File: src/rtl/mwm_pkg.sv
`timescale 1ns / 1ps

package mwm_pkg;

  // field widths
  localparam int unsigned WHEEL_W    = 16;
  localparam int unsigned AUX_W      = 19;
  localparam int unsigned COEFF_W    = 16;
  localparam int unsigned DRIVE_W    = 15;
  localparam int unsigned CFG_IDX_W  = 3;
  localparam int unsigned CFG_DATA_W = 16;

  // heading reduction and binary angle: t = floor(u * 2^32 / 23040) = floor(u * 2^23 / 45)
  localparam int unsigned HEAD_W         = 17;
  localparam logic signed [HEAD_W-1:0] TURN_S  = 17'sd23040;
  localparam logic signed [HEAD_W-1:0] TURN2_S = 17'sd46080;
  localparam int unsigned U_W            = 15;
  localparam int unsigned ANGLE_SHIFT    = 23;
  localparam int unsigned ANGLE_DIV      = 45;
  localparam int unsigned DVD_W          = U_W + ANGLE_SHIFT;
  localparam int unsigned DIV_DIGIT      = 2;
  localparam int unsigned DIV_STEPS      = DVD_W / DIV_DIGIT;
  localparam int unsigned REM_W          = 6;
  localparam int unsigned ANG_W          = 32;
  localparam logic signed [ANG_W-1:0] ANG_QUARTER = 32'sd1073741824;

  // CORDIC, Q4.30
  localparam int unsigned CW         = 34;
  localparam logic signed [CW-1:0] CORDIC_X0 = 34'sd652032874;
  localparam int unsigned ATAN_IDX_W = 5;
  localparam int unsigned Q15_SHIFT  = 15;
  localparam int unsigned CQ_W       = CW - Q15_SHIFT;
  localparam logic signed [CQ_W-1:0] Q15_MAX = 19'sd32767;
  localparam logic signed [CQ_W-1:0] Q15_MIN = -19'sd32768;

  // serial multiply and mixing
  localparam int unsigned MUL_STEPS = 16;
  localparam int unsigned PROD_W    = 48;
  localparam int unsigned FRAC_XY   = 23;
  localparam int unsigned FRAC_ROT  = 8;
  localparam int unsigned MAG_W     = 25;
  localparam int unsigned SUM_W     = 27;
  localparam logic signed [SUM_W-1:0] WHEEL_MIN = -27'sd32768;
  localparam logic signed [AUX_W-1:0] AUX_FIXED = -19'sd3000;

  typedef enum logic [3:0] {
    S_IDLE,
    S_DIV,
    S_FOLD,
    S_CORDIC,
    S_SCALE,
    S_MUL,
    S_TRUNC,
    S_MIX,
    S_FIN
  } state_t;

  typedef enum logic [CFG_IDX_W-1:0] {
    REG_COEFF_X,
    REG_COEFF_Y,
    REG_COEFF_ROT,
    REG_MAX_DRIVE,
    REG_AUX_MODE
  } reg_idx_t;

  typedef enum logic {
    OP_DRIVE,
    OP_AUX
  } op_t;

  // atan(2^-i) as a 32-bit binary angle
  function automatic logic [ANG_W-1:0] atan_angle(input logic [ATAN_IDX_W-1:0] idx);
    logic [ANG_W-1:0] a;
    case (idx)
      5'd0:    a = 32'h2000_0000;
      5'd1:    a = 32'h12E4_051E;
      5'd2:    a = 32'h09FB_385B;
      5'd3:    a = 32'h0511_11D4;
      5'd4:    a = 32'h028B_0D43;
      5'd5:    a = 32'h0145_D7E1;
      5'd6:    a = 32'h00A2_F61E;
      5'd7:    a = 32'h0051_7C55;
      5'd8:    a = 32'h0028_BE53;
      5'd9:    a = 32'h0014_5F2F;
      5'd10:   a = 32'h000A_2F98;
      5'd11:   a = 32'h0005_17CC;
      5'd12:   a = 32'h0002_8BE6;
      5'd13:   a = 32'h0001_45F3;
      5'd14:   a = 32'h0000_A2F9;
      5'd15:   a = 32'h0000_517C;
      5'd16:   a = 32'h0000_28BE;
      5'd17:   a = 32'h0000_145F;
      5'd18:   a = 32'h0000_0A2F;
      5'd19:   a = 32'h0000_0517;
      5'd20:   a = 32'h0000_028B;
      5'd21:   a = 32'h0000_0145;
      5'd22:   a = 32'h0000_00A2;
      5'd23:   a = 32'h0000_0051;
      default: a = '0;
    endcase
    return a;
  endfunction

endpackage

File: src/rtl/mwm_ifs.sv
`timescale 1ns / 1ps

interface mwm_drive_if;
  logic                                       valid;
  logic                                       ready;
  logic                                       operation;
  logic signed [mwm_pkg::WHEEL_W-1:0]         heading;
  logic signed [mwm_pkg::WHEEL_W-1:0]         speed;
  logic signed [mwm_pkg::WHEEL_W-1:0]         rotation;

  modport source (output valid, operation, heading, speed, rotation, input ready);
  modport sink (input valid, operation, heading, speed, rotation, output ready);
endinterface

interface mwm_result_if;
  logic                               valid;
  logic                               ready;
  logic signed [mwm_pkg::WHEEL_W-1:0] front_left;
  logic signed [mwm_pkg::WHEEL_W-1:0] front_right;
  logic signed [mwm_pkg::WHEEL_W-1:0] rear_right;
  logic signed [mwm_pkg::WHEEL_W-1:0] rear_left;
  logic signed [mwm_pkg::AUX_W-1:0]   aux_one;
  logic signed [mwm_pkg::AUX_W-1:0]   aux_two;
  logic signed [mwm_pkg::AUX_W-1:0]   aux_three;
  logic signed [mwm_pkg::AUX_W-1:0]   aux_four;

  modport source (output valid, front_left, front_right, rear_right, rear_left,
                  aux_one, aux_two, aux_three, aux_four, input ready);
  modport sink (input valid, front_left, front_right, rear_right, rear_left,
                aux_one, aux_two, aux_three, aux_four, output ready);
endinterface

interface mwm_cfg_if;
  logic                              valid;
  logic                              ready;
  logic [mwm_pkg::CFG_IDX_W-1:0]     index;
  logic [mwm_pkg::CFG_DATA_W-1:0]    data;

  modport source (output valid, index, data, input ready);
  modport sink (input valid, index, data, output ready);
endinterface

File: src/rtl/mecanum_wheel_mixer_top.sv
`timescale 1ns / 1ps

// Four-wheel mecanum mixer.
// drive (sink): one beat per command; operation selects a full drive command
//   or an auxiliary-only update that repeats the stored wheel commands.
// result (source): one beat per command, wheel commands FL/FR/RR/RL and four
//   auxiliary values, held in an output register until taken.
// cfg (sink): register writes by index, always ready; write only while idle.
// Flow: a drive command passes through radix-4 angle division, fold,
//   CORDIC_STEPS CORDIC iterations, scale, bit-serial multiply, trunc, mix
//   and finish states before it shows on result.
//   A new beat is taken the cycle after the result is loaded, so drive
//   commands do not overlap.
//   An auxiliary-only update goes straight to the finish state.
// Only one command is in flight; the three shift-add multiplier lanes form
//   the gain products while the angle divider runs, and the CORDIC and the second multiply follow one after another.
// Reset: sync, clears the control path, the registers to their defaults and
//   the stored wheel commands to zero.
// Receiver stall: the finished result waits in the output register; the next
//   drive beat is taken and worked on, and holds in the finish state only if
//   the earlier result has still not been taken.
module mecanum_wheel_mixer_top #(
  parameter int unsigned CORDIC_STEPS = 16
) (
  input logic          clk,
  input logic          rst,
  mwm_drive_if.sink    drive,
  mwm_result_if.source result,
  mwm_cfg_if.sink      cfg
);

  localparam int unsigned STEP_MAX = (CORDIC_STEPS > mwm_pkg::DIV_STEPS) ?
                                     CORDIC_STEPS : mwm_pkg::DIV_STEPS;
  localparam int unsigned STEP_W   = $clog2(STEP_MAX);
  localparam int unsigned LANES    = 3;
  localparam int unsigned LANE_X   = 0;
  localparam int unsigned LANE_Y   = 1;
  localparam int unsigned LANE_W   = 2;

  mwm_pkg::state_t state, state_next;
  logic [STEP_W-1:0] cnt;

  // config registers
  logic [mwm_pkg::COEFF_W-1:0] coeff_x, coeff_y, coeff_rot;
  logic [mwm_pkg::DRIVE_W-1:0] max_drive;
  logic                        aux_mode;

  // control
  logic accept, accept_drive, fin_load, lane_run, mul_signed, mul_last;
  logic op_aux;

  // angle divider
  logic [mwm_pkg::DVD_W-1:0] dvd, div_dvd;
  logic [mwm_pkg::REM_W-1:0] rem, div_rem;
  logic [mwm_pkg::ANG_W-1:0] quo, div_quo;
  logic signed [mwm_pkg::HEAD_W-1:0] head_s, head_r;

  // CORDIC
  logic signed [mwm_pkg::CW-1:0]    x, y, x_f, y_f;
  logic signed [mwm_pkg::ANG_W-1:0] z, t_ang, fold_z, atan_s;
  logic                             neg, fold_neg;
  logic signed [mwm_pkg::WHEEL_W-1:0] cos_q15, sin_q15;

  // multiplier lanes
  logic signed [mwm_pkg::PROD_W-1:0] acc [LANES];
  logic signed [mwm_pkg::PROD_W-1:0] acc_next [LANES];
  logic signed [mwm_pkg::PROD_W-1:0] mcand [LANES];
  logic signed [mwm_pkg::PROD_W-1:0] mcand_next [LANES];
  logic [mwm_pkg::MUL_STEPS-1:0]     mplr [LANES];
  logic [mwm_pkg::MUL_STEPS-1:0]     mplr_next [LANES];

  // mixing
  logic signed [mwm_pkg::MAG_W-1:0]   vx, vy, w;
  logic signed [mwm_pkg::SUM_W-1:0]   s_fl, s_fr, s_rr, s_rl;
  logic signed [mwm_pkg::WHEEL_W-1:0] lw_fl, lw_fr, lw_rr, lw_rl;

  function automatic logic signed [mwm_pkg::WHEEL_W-1:0] sat_q15(
    input logic signed [mwm_pkg::CQ_W-1:0] v
  );
    if (v > mwm_pkg::Q15_MAX) begin
      return mwm_pkg::WHEEL_W'(mwm_pkg::Q15_MAX);
    end else if (v < mwm_pkg::Q15_MIN) begin
      return mwm_pkg::WHEEL_W'(mwm_pkg::Q15_MIN);
    end
    return mwm_pkg::WHEEL_W'(v);
  endfunction

  // divide by 2^sh, rounding toward zero
  function automatic logic signed [mwm_pkg::MAG_W-1:0] trunc_div(
    input logic signed [mwm_pkg::PROD_W-1:0] v,
    input logic [4:0]                        sh
  );
    logic signed [mwm_pkg::PROD_W-1:0] b;
    b = v + (v[mwm_pkg::PROD_W-1] ?
             (mwm_pkg::PROD_W'(1) << sh) - mwm_pkg::PROD_W'(1) : '0);
    return mwm_pkg::MAG_W'(b >>> sh);
  endfunction

  function automatic logic signed [mwm_pkg::WHEEL_W-1:0] clamp_wheel(
    input logic signed [mwm_pkg::SUM_W-1:0] v,
    input logic [mwm_pkg::DRIVE_W-1:0]      lim
  );
    logic signed [mwm_pkg::SUM_W-1:0] lim_s;
    lim_s = signed'(mwm_pkg::SUM_W'(lim));
    if (v > lim_s) begin
      return mwm_pkg::WHEEL_W'(lim_s);
    end else if (v < mwm_pkg::WHEEL_MIN) begin
      return mwm_pkg::WHEEL_W'(mwm_pkg::WHEEL_MIN);
    end
    return mwm_pkg::WHEEL_W'(v);
  endfunction

  function automatic logic signed [mwm_pkg::AUX_W-1:0] aux_of(
    input logic signed [mwm_pkg::WHEEL_W-1:0] wv,
    input logic                               mode,
    input logic                               fixed
  );
    if (!mode) begin
      return '0;
    end else if (fixed) begin
      return mwm_pkg::AUX_FIXED;
    end
    return -(mwm_pkg::AUX_W'(wv) <<< 2);
  endfunction

  // ---------------------------------------------------------------- FSM
  always_comb begin
    state_next = state;
    case (state)
      mwm_pkg::S_IDLE: begin
        if (drive.valid) begin
          state_next = (drive.operation == mwm_pkg::OP_AUX) ? mwm_pkg::S_FIN : mwm_pkg::S_DIV;
        end
      end
      mwm_pkg::S_DIV: begin
        if (cnt == STEP_W'(mwm_pkg::DIV_STEPS - 1)) state_next = mwm_pkg::S_FOLD;
      end
      mwm_pkg::S_FOLD:   state_next = mwm_pkg::S_CORDIC;
      mwm_pkg::S_CORDIC: begin
        if (cnt == STEP_W'(CORDIC_STEPS - 1)) state_next = mwm_pkg::S_SCALE;
      end
      mwm_pkg::S_SCALE:  state_next = mwm_pkg::S_MUL;
      mwm_pkg::S_MUL: begin
        if (cnt == STEP_W'(mwm_pkg::MUL_STEPS - 1)) state_next = mwm_pkg::S_TRUNC;
      end
      mwm_pkg::S_TRUNC:  state_next = mwm_pkg::S_MIX;
      mwm_pkg::S_MIX:    state_next = mwm_pkg::S_FIN;
      mwm_pkg::S_FIN: begin
        if (!result.valid || result.ready) state_next = mwm_pkg::S_IDLE;
      end
      default:           state_next = mwm_pkg::S_IDLE;
    endcase
  end

  always_comb begin
    drive.ready  = (state == mwm_pkg::S_IDLE);
    cfg.ready    = 1'b1;
    accept       = drive.valid && (state == mwm_pkg::S_IDLE);
    accept_drive = accept && (drive.operation == mwm_pkg::OP_DRIVE);
    fin_load     = (state == mwm_pkg::S_FIN) && (!result.valid || result.ready);
    lane_run     = ((state == mwm_pkg::S_DIV) && (cnt < STEP_W'(mwm_pkg::MUL_STEPS))) ||
                   (state == mwm_pkg::S_MUL);
    mul_signed   = (state == mwm_pkg::S_MUL);
    mul_last     = (cnt == STEP_W'(mwm_pkg::MUL_STEPS - 1));
  end

  always_ff @(posedge clk) begin
    if (rst) begin
      state <= mwm_pkg::S_IDLE;
      cnt   <= '0;
    end else begin
      state <= state_next;
      cnt   <= (state_next != state) ? '0 : cnt + STEP_W'(1);
    end
  end

  // ---------------------------------------------------------------- config
  always_ff @(posedge clk) begin
    if (rst) begin
      coeff_x   <= 16'd256;
      coeff_y   <= 16'd256;
      coeff_rot <= 16'd256;
      max_drive <= 15'd32767;
      aux_mode  <= 1'b0;
    end else if (cfg.valid && cfg.ready) begin
      case (mwm_pkg::reg_idx_t'(cfg.index))
        mwm_pkg::REG_COEFF_X:   coeff_x   <= cfg.data;
        mwm_pkg::REG_COEFF_Y:   coeff_y   <= cfg.data;
        mwm_pkg::REG_COEFF_ROT: coeff_rot <= cfg.data;
        mwm_pkg::REG_MAX_DRIVE: max_drive <= cfg.data[mwm_pkg::DRIVE_W-1:0];
        mwm_pkg::REG_AUX_MODE:  aux_mode  <= cfg.data[0];
        default: ;
      endcase
    end
  end

  // ---------------------------------------------------------------- angle
  // heading mod 23040 into [0, 23040)
  always_comb begin
    head_s = mwm_pkg::HEAD_W'(drive.heading);
    if (head_s >= mwm_pkg::TURN_S) begin
      head_r = head_s - mwm_pkg::TURN_S;
    end else if (head_s >= 0) begin
      head_r = head_s;
    end else if (head_s >= -mwm_pkg::TURN_S) begin
      head_r = head_s + mwm_pkg::TURN_S;
    end else begin
      head_r = head_s + mwm_pkg::TURN2_S;
    end
  end

  // restoring division by 45, two quotient bits per cycle
  always_comb begin
    logic [mwm_pkg::REM_W:0] trial;
    div_rem = rem;
    div_dvd = dvd;
    div_quo = quo;
    for (int j = 0; j < mwm_pkg::DIV_DIGIT; j++) begin
      trial   = {div_rem, div_dvd[mwm_pkg::DVD_W-1]};
      div_dvd = div_dvd << 1;
      if (trial >= (mwm_pkg::REM_W + 1)'(mwm_pkg::ANGLE_DIV)) begin
        div_rem = mwm_pkg::REM_W'(trial - (mwm_pkg::REM_W + 1)'(mwm_pkg::ANGLE_DIV));
        div_quo = {div_quo[mwm_pkg::ANG_W-2:0], 1'b1};
      end else begin
        div_rem = trial[mwm_pkg::REM_W-1:0];
        div_quo = {div_quo[mwm_pkg::ANG_W-2:0], 1'b0};
      end
    end
  end

  // fold into [-90, 90] degrees; a half-turn shift is a flip of the sign bit
  always_comb begin
    t_ang    = signed'(quo);
    fold_neg = (t_ang > mwm_pkg::ANG_QUARTER) || (t_ang < -mwm_pkg::ANG_QUARTER);
    fold_z   = fold_neg ? {~t_ang[mwm_pkg::ANG_W-1], t_ang[mwm_pkg::ANG_W-2:0]} : t_ang;
  end

  always_ff @(posedge clk) begin
    if (accept) begin
      op_aux <= (drive.operation == mwm_pkg::OP_AUX);
      dvd    <= {head_r[mwm_pkg::U_W-1:0], {mwm_pkg::ANGLE_SHIFT{1'b0}}};
      rem    <= '0;
      quo    <= '0;
    end else if (state == mwm_pkg::S_DIV) begin
      dvd <= div_dvd;
      rem <= div_rem;
      quo <= div_quo;
    end
  end

  // ---------------------------------------------------------------- CORDIC
  assign atan_s = signed'(mwm_pkg::atan_angle(cnt[mwm_pkg::ATAN_IDX_W-1:0]));

  always_ff @(posedge clk) begin
    if (state == mwm_pkg::S_FOLD) begin
      x   <= mwm_pkg::CORDIC_X0;
      y   <= '0;
      z   <= fold_z;
      neg <= fold_neg;
    end else if (state == mwm_pkg::S_CORDIC) begin
      if (!z[mwm_pkg::ANG_W-1]) begin
        x <= x - (y >>> cnt);
        y <= y + (x >>> cnt);
        z <= z - atan_s;
      end else begin
        x <= x + (y >>> cnt);
        y <= y - (x >>> cnt);
        z <= z + atan_s;
      end
    end
  end

  always_comb begin
    x_f     = neg ? -x : x;
    y_f     = neg ? -y : y;
    cos_q15 = sat_q15(mwm_pkg::CQ_W'(x_f >>> mwm_pkg::Q15_SHIFT));
    sin_q15 = sat_q15(mwm_pkg::CQ_W'(y_f >>> mwm_pkg::Q15_SHIFT));
  end

  // ---------------------------------------------------------------- multipliers
  // shift-add, one multiplier bit per cycle; a signed multiplier takes its
  // top bit with negative weight
  always_comb begin
    logic signed [mwm_pkg::PROD_W-1:0] addend;
    for (int l = 0; l < LANES; l++) begin
      acc_next[l]   = acc[l];
      mcand_next[l] = mcand[l];
      mplr_next[l]  = mplr[l];
      addend        = mplr[l][0] ? mcand[l] : '0;
      if (lane_run) begin
        acc_next[l]   = (mul_signed && mul_last) ? acc[l] - addend : acc[l] + addend;
        mcand_next[l] = mcand[l] <<< 1;
        mplr_next[l]  = mplr[l] >> 1;
      end
    end
    if (accept_drive) begin
      for (int l = 0; l < LANES; l++) begin
        acc_next[l] = '0;
      end
      mcand_next[LANE_X] = mwm_pkg::PROD_W'(drive.speed);
      mcand_next[LANE_Y] = mwm_pkg::PROD_W'(drive.speed);
      mcand_next[LANE_W] = mwm_pkg::PROD_W'(drive.rotation);
      mplr_next[LANE_X]  = coeff_x;
      mplr_next[LANE_Y]  = coeff_y;
      mplr_next[LANE_W]  = coeff_rot;
    end
    if (state == mwm_pkg::S_SCALE) begin
      acc_next[LANE_X]   = '0;
      acc_next[LANE_Y]   = '0;
      mcand_next[LANE_X] = acc[LANE_X];
      mcand_next[LANE_Y] = acc[LANE_Y];
      mplr_next[LANE_X]  = unsigned'(cos_q15);
      mplr_next[LANE_Y]  = unsigned'(sin_q15);
    end
  end

  always_ff @(posedge clk) begin
    for (int l = 0; l < LANES; l++) begin
      acc[l]   <= acc_next[l];
      mcand[l] <= mcand_next[l];
      mplr[l]  <= mplr_next[l];
    end
  end

  // ---------------------------------------------------------------- mix
  always_comb begin
    s_fl =  mwm_pkg::SUM_W'(vx) + mwm_pkg::SUM_W'(vy) + mwm_pkg::SUM_W'(w);
    s_fr = -mwm_pkg::SUM_W'(vx) + mwm_pkg::SUM_W'(vy) - mwm_pkg::SUM_W'(w);
    s_rr =  mwm_pkg::SUM_W'(vx) + mwm_pkg::SUM_W'(vy) - mwm_pkg::SUM_W'(w);
    s_rl = -mwm_pkg::SUM_W'(vx) + mwm_pkg::SUM_W'(vy) + mwm_pkg::SUM_W'(w);
  end

  always_ff @(posedge clk) begin
    if (state == mwm_pkg::S_TRUNC) begin
      vx <= trunc_div(acc[LANE_X], 5'(mwm_pkg::FRAC_XY));
      vy <= trunc_div(acc[LANE_Y], 5'(mwm_pkg::FRAC_XY));
      w  <= trunc_div(acc[LANE_W], 5'(mwm_pkg::FRAC_ROT));
    end
  end

  always_ff @(posedge clk) begin
    if (rst) begin
      lw_fl <= '0;
      lw_fr <= '0;
      lw_rr <= '0;
      lw_rl <= '0;
    end else if (state == mwm_pkg::S_MIX) begin
      lw_fl <= clamp_wheel(s_fl, max_drive);
      lw_fr <= clamp_wheel(s_fr, max_drive);
      lw_rr <= clamp_wheel(s_rr, max_drive);
      lw_rl <= clamp_wheel(s_rl, max_drive);
    end
  end

  // ---------------------------------------------------------------- output register
  always_ff @(posedge clk) begin
    if (rst) begin
      result.valid <= 1'b0;
    end else if (fin_load) begin
      result.valid <= 1'b1;
    end else if (result.ready) begin
      result.valid <= 1'b0;
    end
  end

  always_ff @(posedge clk) begin
    if (fin_load) begin
      result.front_left  <= lw_fl;
      result.front_right <= lw_fr;
      result.rear_right  <= lw_rr;
      result.rear_left   <= lw_rl;
      result.aux_one     <= aux_of(lw_fl, aux_mode, op_aux);
      result.aux_two     <= aux_of(lw_fr, aux_mode, op_aux);
      result.aux_three   <= aux_of(lw_rr, aux_mode, op_aux);
      result.aux_four    <= aux_of(lw_rl, aux_mode, op_aux);
    end
  end

`ifndef ASSERT_OFF
  a_rem_bound: assert property (@(posedge clk) disable iff (rst)
    (state == mwm_pkg::S_DIV) |-> (rem < mwm_pkg::REM_W'(mwm_pkg::ANGLE_DIV)))
    else $error("divider remainder out of range");

  a_drive_starts_div: assert property (@(posedge clk) disable iff (rst)
    (drive.valid && drive.ready && (drive.operation == mwm_pkg::OP_DRIVE))
    |=> (state == mwm_pkg::S_DIV))
    else $error("drive beat did not start the angle divider");

  a_result_from_fin: assert property (@(posedge clk) disable iff (rst)
    $rose(result.valid) |-> ($past(state) == mwm_pkg::S_FIN))
    else $error("result raised outside the finish state");

  a_cordic_bound: assert property (@(posedge clk) disable iff (rst)
    (state == mwm_pkg::S_CORDIC) |-> (cnt < STEP_W'(CORDIC_STEPS)))
    else $error("CORDIC iteration count overrun");
`endif

endmodule

File: src/flat_wrapper.sv
// flat-port wrapper written by rule: the top's interface ports become plain ports
module mecanum_wheel_mixer_top_flat 
#(
  parameter int unsigned CORDIC_STEPS = 16
)
  (clk, rst, drive_valid, drive_operation, drive_heading, drive_speed, drive_rotation, drive_ready, result_valid, result_front_left, result_front_right, result_rear_right, result_rear_left, result_aux_one, result_aux_two, result_aux_three, result_aux_four, result_ready, cfg_valid, cfg_index, cfg_data, cfg_ready);
  mwm_drive_if drive_i ();
  mwm_result_if result_i ();
  mwm_cfg_if cfg_i ();
  input logic clk;
  input logic rst;
  input wire logic [$bits(drive_i.valid)-1:0] drive_valid;
  input wire logic [$bits(drive_i.operation)-1:0] drive_operation;
  input wire logic [$bits(drive_i.heading)-1:0] drive_heading;
  input wire logic [$bits(drive_i.speed)-1:0] drive_speed;
  input wire logic [$bits(drive_i.rotation)-1:0] drive_rotation;
  output wire logic [$bits(drive_i.ready)-1:0] drive_ready;
  output wire logic [$bits(result_i.valid)-1:0] result_valid;
  output wire logic [$bits(result_i.front_left)-1:0] result_front_left;
  output wire logic [$bits(result_i.front_right)-1:0] result_front_right;
  output wire logic [$bits(result_i.rear_right)-1:0] result_rear_right;
  output wire logic [$bits(result_i.rear_left)-1:0] result_rear_left;
  output wire logic [$bits(result_i.aux_one)-1:0] result_aux_one;
  output wire logic [$bits(result_i.aux_two)-1:0] result_aux_two;
  output wire logic [$bits(result_i.aux_three)-1:0] result_aux_three;
  output wire logic [$bits(result_i.aux_four)-1:0] result_aux_four;
  input wire logic [$bits(result_i.ready)-1:0] result_ready;
  input wire logic [$bits(cfg_i.valid)-1:0] cfg_valid;
  input wire logic [$bits(cfg_i.index)-1:0] cfg_index;
  input wire logic [$bits(cfg_i.data)-1:0] cfg_data;
  output wire logic [$bits(cfg_i.ready)-1:0] cfg_ready;
  assign drive_i.valid = drive_valid;
  assign drive_i.operation = drive_operation;
  assign drive_i.heading = drive_heading;
  assign drive_i.speed = drive_speed;
  assign drive_i.rotation = drive_rotation;
  assign drive_ready = drive_i.ready;
  assign result_valid = result_i.valid;
  assign result_front_left = result_i.front_left;
  assign result_front_right = result_i.front_right;
  assign result_rear_right = result_i.rear_right;
  assign result_rear_left = result_i.rear_left;
  assign result_aux_one = result_i.aux_one;
  assign result_aux_two = result_i.aux_two;
  assign result_aux_three = result_i.aux_three;
  assign result_aux_four = result_i.aux_four;
  assign result_i.ready = result_ready;
  assign cfg_i.valid = cfg_valid;
  assign cfg_i.index = cfg_index;
  assign cfg_i.data = cfg_data;
  assign cfg_ready = cfg_i.ready;
  mecanum_wheel_mixer_top #(.CORDIC_STEPS(CORDIC_STEPS)) u_core (.clk(clk), .rst(rst), .drive(drive_i), .result(result_i), .cfg(cfg_i));
endmodule
File: config.mk
export PLATFORM = sky130hd
export DESIGN_NAME = mecanum_wheel_mixer_top_flat
export DESIGN_NICKNAME = d
export VERILOG_FILES = /design/src/rtl/mwm_pkg.sv /design/src/rtl/mwm_ifs.sv /design/src/rtl/mecanum_wheel_mixer_top.sv /design/src/flat_wrapper.sv
export SDC_FILE = /design/constraint.sdc
export NUM_CORES = 2
export LEC_CHECK = 0
export BUFFER_PORTS_ARGS = -buffer_cell sky130_fd_sc_hd__buf_2
export CORE_UTILIZATION = 34
export CTS_CLUSTER_DIAMETER = 50
export DETAILED_ROUTE_END_ITERATION = 12
export SETUP_SLACK_MARGIN = 0.2
export SLEW_MARGIN = 10
export SYNTH_ARGS = -nofsm -noshare
export SYNTH_HDL_FRONTEND = slang
export SYNTH_SLANG_ARGS = --single-unit
File: constraint.sdc
create_clock -name clk -period 23.4 [get_ports clk]
set_input_delay 4.68 -clock clk [delete_from_list [all_inputs] [get_ports clk]]
set_output_delay 4.68 -clock clk [all_outputs]
set_load 0.02 [all_outputs]
### After elaboration in Yosys (flattened, before gate mapping)

Memory sizes are Yosys's and may differ from the RTL's. A register that Yosys moved wholly into a read port is not among the register bits.
Cells that the tools add are included.

| storage, ports and cells | value |
|---|---|
| input port bits | 73 |
| memories kept | 4 |
| output and inout port bits | 143 |
| register bits | 508 |
| memory bits (writable) | 336 |
| memory bits (read-only) | 960 |
| latch bits | 0 |

Memories:

| name | depth | bits a word | rd ports | clocked after Yosys merged registers in | wr ports | line | source |
|---|---|---|---|---|---|---|---|
| (name not given) | 32 | 30 | 1 | 1 | 0 | mwm_pkg.sv:74 | `case (idx)` |
| u_core.acc | 3 | 48 | 3 | 0 | 3 | mecanum_wheel_mixer_top.sv:65 | `logic signed [mwm_pkg::PROD_W-1:0] acc [LANES];` |
| u_core.mcand | 3 | 48 | 3 | 0 | 3 | mecanum_wheel_mixer_top.sv:67 | `logic signed [mwm_pkg::PROD_W-1:0] mcand [LANES];` |
| u_core.mplr | 3 | 16 | 3 | 0 | 3 | mecanum_wheel_mixer_top.sv:69 | `logic [mwm_pkg::MUL_STEPS-1:0] mplr [LANES];` |

| operators by class | value |
|---|---|
| divide/modulo/power cells | 0 |
| reduce and logical (&&, ||, !) cells | 20 |
| multiplexer cells | 98 |
| bitwise logic cells | 2 |
| shifts and indexed selects | 2 |
| add/sub/neg operators | 34 |
| order comparisons | 20 |
| equality and inequality tests | 15 |
| multiply operators | 0 |

Operators with widths:

| kind | number |
|---|---|
| 2-to-1 mux 48 bit | 13 |
| 2-to-1 mux 16 bit | 21 |
| 2-to-1 mux 144 bit | 2 |
| adder 48 bit | 5 |
| 2-to-1 mux 96 bit | 2 |
| 2-to-1 mux 32 bit | 5 |
| subtractor 48 bit | 3 |
| 2-to-1 mux 34 bit | 4 |
| 2-to-1 mux 19 bit | 6 |
| > comparator 27 x 16 -> 1 bit | 4 |
| less-than comparator 27 x 16 -> 1 bit (second input constant) | 4 |
| 2-to-1 mux 38 bit | 2 |
| negator 18 -> 19 bit | 4 |
| adder 34 bit | 2 |
| negator 34 bit | 2 |
| >>> shifter 34 x 5 -> 34 bit | 2 |
| subtractor 34 bit | 2 |
| adder 27 x 25 -> 27 bit | 2 |
| 2-to-1 mux 23 bit | 2 |
| 2-to-1 mux 15 bit | 3 |
| > comparator 19 x 16 -> 1 bit (second input constant) | 2 |
| less-than comparator 19 x 16 -> 1 bit (second input constant) | 2 |
| case mux 4 bit (9 select lines) | 1 |
| adder 33 bit | 1 |
| other kinds (41) | 95 |

### Depth between registers and ports, before layout

| depth | value |
|---|---|
| depth in word-level cells | 9 |
| mapped depth | 34 |
| mapped depth without buffers | 32 |

### Worst setup path after synthesis

Ideal clock, no wire load.

| timing | value |
|---|---|
| kind | input to register |
| start point | input port result_ready |
| end point | register u_core.result.aux_four[10] (netlist name) (enable) |
| setup slack | 12.531 ns |
| cell stages on the path | 2 |
| arrival | 10.242 ns |
| cell sequence | nor2b_1 -> nor2_1 |

| on the way | value |
|---|---|
| longest elaborated chain between the ends | 2 |

Ends and longest elaborated chain:

| item | line | source |
|---|---|---|
| start, declared | flat_wrapper.sv:27 | `input wire logic [$bits(result_i.ready)-1:0] result_ready;` |
| logical OR 1 bit | mecanum_wheel_mixer_top.sv:160 | `fin_load = (state == mwm_pkg::S_FIN) && (!result.valid \|\| result.ready);` |
| logical AND 1 bit | mecanum_wheel_mixer_top.sv:160 |  |
| named net u_core.fin_load | mecanum_wheel_mixer_top.sv:49 | `logic accept, accept_drive, fin_load, lane_run, mul_signed, mul_last;` |
| end signal, assigned | mecanum_wheel_mixer_top.sv:375 | `result.aux_four <= aux_of(lw_rl, aux_mode, op_aux);` |
| end, declared | mwm_ifs.sv:28 | `aux_one, aux_two, aux_three, aux_four, input ready);` |

The timed path passes the listed nets, and every way through them passes these cells.
A chain may end at the register's enable or synchronous reset.

### Worst setup path after layout

| timing | value |
|---|---|
| start point | input port drive_valid |
| end point | register u_core.atan_s[9] (netlist name) |

| on the way | value |
|---|---|
| longest elaborated chain between the ends | 5 |

Ends and longest elaborated chain:

| item | line | source |
|---|---|---|
| start, declared | flat_wrapper.sv:12 | `input wire logic [$bits(drive_i.valid)-1:0] drive_valid;` |
| 2-to-1 mux 4 bit | mecanum_wheel_mixer_top.sv:131 | `if (drive.valid) begin` |
| case mux 4 bit (9 select lines) | mecanum_wheel_mixer_top.sv:129 | `case (state)` |
| != test 4 bit | mecanum_wheel_mixer_top.sv:173 | `cnt <= (state_next != state) ? '0 : cnt + STEP_W'(1);` |
| OR reduction 2 bit (no line) | -- |  |
| 2-to-1 mux 5 bit (no line) | -- |  |

No other way between the ends.

==> impl_metrics.py <==
metrics = {
    "power_and_ir_drop": {
        "pwr-share-comb_pct": 34.2,
        "internal_power_consumption_mw": 4.01,
        "sw_frac_of_total_pct": 36.9,
        "vdd_drop_max_mv": 0.0831,
        "clock_power_share_pct": 33.0,
        "powerDensity_mw_per_mm2": 82.8,
        "power.sequential.fraction_pct": 32.8,
        "power.static_leakage_nw": 31.5,
        "netSwitchingPower_mw": 2.35,
    },
    "cts": {
        "cts_htree_levels": 4,
        "clk_root_buffer_cell": "sky130_fd_sc_hd__clkbuf_16",
        "clock-sinks": 866,
        "post-cts-setup-buffer-count": 0,
        "numCtsBuffers": 134,
        "worst_skew_pair_latency_ps": 810,
        "tritoncts": "yes",
        "cts.repair.resized": 0,
        "path_clk_slew_ps": 60,
        "cts.path.max_buffers": 3,
        "postCtsHoldBufs": 0,
    },
    "grt": {
        "grt_use_total_pct": 21.3,
        "grt_pass1_wl_mm": 346,
        "groute.layer.met2.usage_pct": 33.0,
        "grt_max_degree": 78,
        "number_of_global_route_vias_before_repair": 57491,
        "gr-total-overflow": 0,
        "groute.layer.met3.usage_pct": 2.92,
        "antenna_found_initial": 6,
        "groute.layer.met1.usage_pct": 30.8,
        "busiest_layer": "met2",
    },
    "setup_path": {
        "endpoint_kind": "register",
        "cp_cell_sequence": "buf_2 > nand2_2 > buf_4 > inv_1 > nand2_1 > nand2_1 > o22ai_1 > nand4_1 > nor2_1 > inv_1 > ha_1 > nand2_1 > nand2_1 > a221o_1",
        "cp_slowest_cell": "sky130_fd_sc_hd__nor2_1",
        "critical_path.startpoint": "drive_valid",
        "path_class": "primary input to register",
        "critical_path.n_buffers_inverters": 4,
        "cp.required_ps": 24030,
        "critical_path.top_delay_family": "simple AND/OR/NAND/NOR gates",
        "worst_path_most_repeated_cell": "sky130_fd_sc_hd__nand2_1",
        "crit_fanout": 55,
        "element_type_at_the_critical_path_start": "primary input",
        "launch_point_of_the_worst_reg_to_reg_path": "u_core.vy[0]$_DFFE_PP_",
        "critical-path-max-stage-delay_ps": 730,
        "worstPathArrival_ps": 8870,
    },
    "synthesis": {
        "syn_avg_cell_area_um2": 8.56,
        "post_synthesis_instance_area_mm2": 0.0689,
        "synth_enable_flop_cells": 448,
        "dominantRegCellSynth": "sky130_fd_sc_hd__edfxtp_1",
        "asyncSetResetFlopFracSynth_pct": 0,
        "count_of_state_elements_after_synthesis": 866,
        "synth-seq-area-share_pct": 31.7,
        "yosysWarnings": 0,
        "post_synth_inst_count": 8044,
        "synth_cell_types": 107,
    },
    "final_layout": {
        "growth_of_design_area_from_synthesis_to_finish_pct": 11.6,
        "layout_commonest_cell": "sky130_fd_sc_hd__nand2_1",
        "nNetsFinal": 8642,
        "final_cell_mix": "sky130_fd_sc_hd__nand2_1 (1067), sky130_fd_sc_hd__a21oi_1 (609), sky130_fd_sc_hd__ha_1 (534)",
        "layout-drive-gt1-share_pct": 9.39,
    },
    "floorplanning": {
        "die_ht_um": 452,
        "num_io_pins": 216,
        "floorplan.die.width_um": 452,
        "fp-row-count": 164,
        "start_util_pct": 34.4,
        "fp.dieArea_mm2": 0.204,
        "floorplan.core_area_mm2": 0.200,
    },
    "sta": {
        "post-route-period-util_pct": 35.2,
        "final.setup_skew_ps": 56.2,
        "setup_slack_ps": 15160,
        "layout_min_cycle_time_ps": 8240,
        "unrepaired_setup_endpoints_after_global_routing": "false",
        "maxClockFrequency_mhz": 121,
        "timing_hold_violations_final": 0,
        "totalNegativeSetupSlack_ps": 0,
        "slew_violations": 0,
        "headroom_to_the_max_slew_limit_pct": 24.6,
        "finalSetupViolCount": 0,
        "tightest_slew_ps": 1130,
    },
    "detailed_routing": {
        "detail_route.first_pass.iterations": 6,
        "wl_per_cell_um": 21.0,
        "routed_wirelength_mm": 226,
        "vias_per_cell": 5.75,
        "detail_route.drc_violations": 0,
        "initialDrtViolationCount": 5917,
        "postRouteAntennaNets": 0,
        "vias": 62047,
    },
    "placement": {
        "detailedPlace.worstSlack_ps": 14400,
        "finalWeightedCongestion": 0.978,
        "dp_hpwl_mm": 168,
        "port_bufs": 206,
    },
    "worst_hold_path": {
        "classification_of_the_worst_slack_hold_path": "register to register",
        "worst_hold_startpoint": "u_core.coeff_rot[10]$_SDFFE_PP0P_",
    },
    "outcome": {
        "run_status": "complete, no violations",
    },
    "job": {
        "cap_viol_max_count": 0,
    },
}
[cells by family (layout without fill, tap and decap cells)]
kind of cell / after synthesis / after routing / synth area share (%)
DFF: 866 / 866 / 31.7
adders and majority gates: 548 / 548 / 10.1
buffers and inverters: 734 / 820 / 4.24
other: 2 / 12 / 0.0109
and+or+nand+nor: 2670 / 2670 / 18.3
xor gates and xnor gates: 670 / 670 / 8.52
AOI/OAI and AO/OA: 2352 / 2352 / 22.6
muxes: 202 / 202 / 4.56
[power groups by stage]
| stage | clock network, mW | logic, mW | registers [mW] |
|---|---|---|---|
| final | 2.10 | 2.18 | 2.09 |
| after global routing | 2.21 | 2.42 | 2.12 |
| after CTS | 2.14 | 2.15 | 2.08 |
| after detailed placement | 0 | 2.14 | 2.11 |
| after global placement | 0 | 2.09 | 2.11 |
| after floorplan | 0 | 1.68 | 2.02 |
[metrics by stage]
step / std cells / hold slack, ps / power [mW] / utilization, % / instance area (µm²)
final: 10796 / 455 / 6.37 / 38.4 / 76900
after CTS: 10793 / 455 / 6.38 / 38.3 / 76900
after global routing: 10794 / 471 / 6.74 / 38.4 / 76900
after detailed placement: 10543 / 447 / 4.25 / 36.0 / 72200
after floorplan: 8051 / 424 / 3.70 / - / 68900
after global placement: 10543 / 438 / 4.20 / 36.0 / 72200
[worst paths after layout]
path / end / slack [ps] / depth (start not counted)
worst max register to register: u_core.lw_rr[1]$_SDFFE_PP0N_ / 15490 / 29
worst min register to register: u_core.coeff_rot[10]$_SDFFE_PP0P_ / 460 / 2
worst min-delay path: u_core.coeff_rot[10]$_SDFFE_PP0P_ / 460 / 2
worst max-delay path: u_core.atan_s[9]$_DFF_P_ / 15160 / 14
[metal layers]
layer | wire [µm] | vias up | share of wire, %
met1 | 107000 | 29992 | 47
met2 | 99600 | 2195 | 44
met5 | 0 | - | 0
met3 | 14800 | 277 | 6.5
met4 | 5240 | 0 | 2.3
li1 | - | 29583 | -
[layout make-up]
class / count / area, µm²
fillers: 20138 / 124000
diodes: 3 / 7.51
clock inverters: 89 / 1120
repair buffers: 281 / 1600
flip-flops and latches: 866 / 21800
well taps: 2656 / 3320
inverters: 289 / 1090
clock buffers: 161 / 3600
multi-input cells: 6451 / 44300
[synthesized netlist by cell type, types with 33 or more instances]
| library cell | number | share of area, % |
|---|---|---|
| sky130_fd_sc_hd__a211oi_1 | 66 | 0.72 |
| sky130_fd_sc_hd__o211ai_1 | 84 | 0.92 |
| sky130_fd_sc_hd__o21a_1 | 116 | 1.3 |
| sky130_fd_sc_hd__nand3_1 | 204 | 1.5 |
| sky130_fd_sc_hd__xor2_1 | 269 | 3.4 |
| sky130_fd_sc_hd__a21o_1 | 240 | 2.6 |
| sky130_fd_sc_hd__or4_1 | 33 | 0.36 |
| sky130_fd_sc_hd__clkbuf_1 | 367 | 2.0 |
| sky130_fd_sc_hd__ha_1 | 534 | 9.7 |
| sky130_fd_sc_hd__and2_1 | 45 | 0.41 |
| sky130_fd_sc_hd__xnor2_1 | 401 | 5.1 |
| sky130_fd_sc_hd__nor4_1 | 79 | 0.72 |
| sky130_fd_sc_hd__nand2_1 | 1069 | 5.8 |
| sky130_fd_sc_hd__edfxtp_1 | 448 | 20 |
| sky130_fd_sc_hd__a21oi_1 | 610 | 4.4 |
| sky130_fd_sc_hd__o21bai_1 | 65 | 0.71 |
| sky130_fd_sc_hd__buf_1 | 35 | 0.19 |
| sky130_fd_sc_hd__nor2_1 | 526 | 2.9 |
| sky130_fd_sc_hd__or3_1 | 65 | 0.59 |
| sky130_fd_sc_hd__a22oi_1 | 46 | 0.50 |
| sky130_fd_sc_hd__mux2i_1 | 80 | 1.2 |
| sky130_fd_sc_hd__a221oi_1 | 53 | 0.67 |
| sky130_fd_sc_hd__dfxtp_1 | 418 | 12 |
| sky130_fd_sc_hd__and3_1 | 70 | 0.64 |
| sky130_fd_sc_hd__mux4_2 | 73 | 2.4 |
| sky130_fd_sc_hd__nand2b_1 | 136 | 1.2 |
| sky130_fd_sc_hd__o22ai_1 | 34 | 0.31 |
| sky130_fd_sc_hd__a211o_1 | 36 | 0.46 |
| sky130_fd_sc_hd__nor3_1 | 157 | 1.1 |
| sky130_fd_sc_hd__o31ai_1 | 71 | 0.77 |
| sky130_fd_sc_hd__mux2_2 | 39 | 0.64 |
| sky130_fd_sc_hd__a221o_1 | 76 | 1.1 |
| sky130_fd_sc_hd__nor2b_1 | 79 | 0.72 |
| sky130_fd_sc_hd__inv_1 | 286 | 1.6 |
| sky130_fd_sc_hd__a31oi_1 | 94 | 0.85 |
| sky130_fd_sc_hd__nand4_1 | 66 | 0.60 |
| sky130_fd_sc_hd__o21ai_0 | 467 | 3.4 |
[worst register-to-register path: cells and delay by family (launching register included)]
kind            cells  cell delay (ps)
compound gates     13             3430
xor+xnor            2              390
buf+inv             1               70
fa+ha+maj           4             1240
simple gates        9             2260
flops               1              390
[registers in the layout (all words and copies together), names as in the netlist, 25 cells and up]
signal,cells
u_core.mplr,48
u_core.mcand,144
u_core.vx,25
u_core.quo,32
u_core.y,34
u_core.acc,144
u_core.atan_s,30
u_core.z,32
u_core.x,34
u_core.vy,25
u_core.w,25
(Power assumes the default switching activity.)
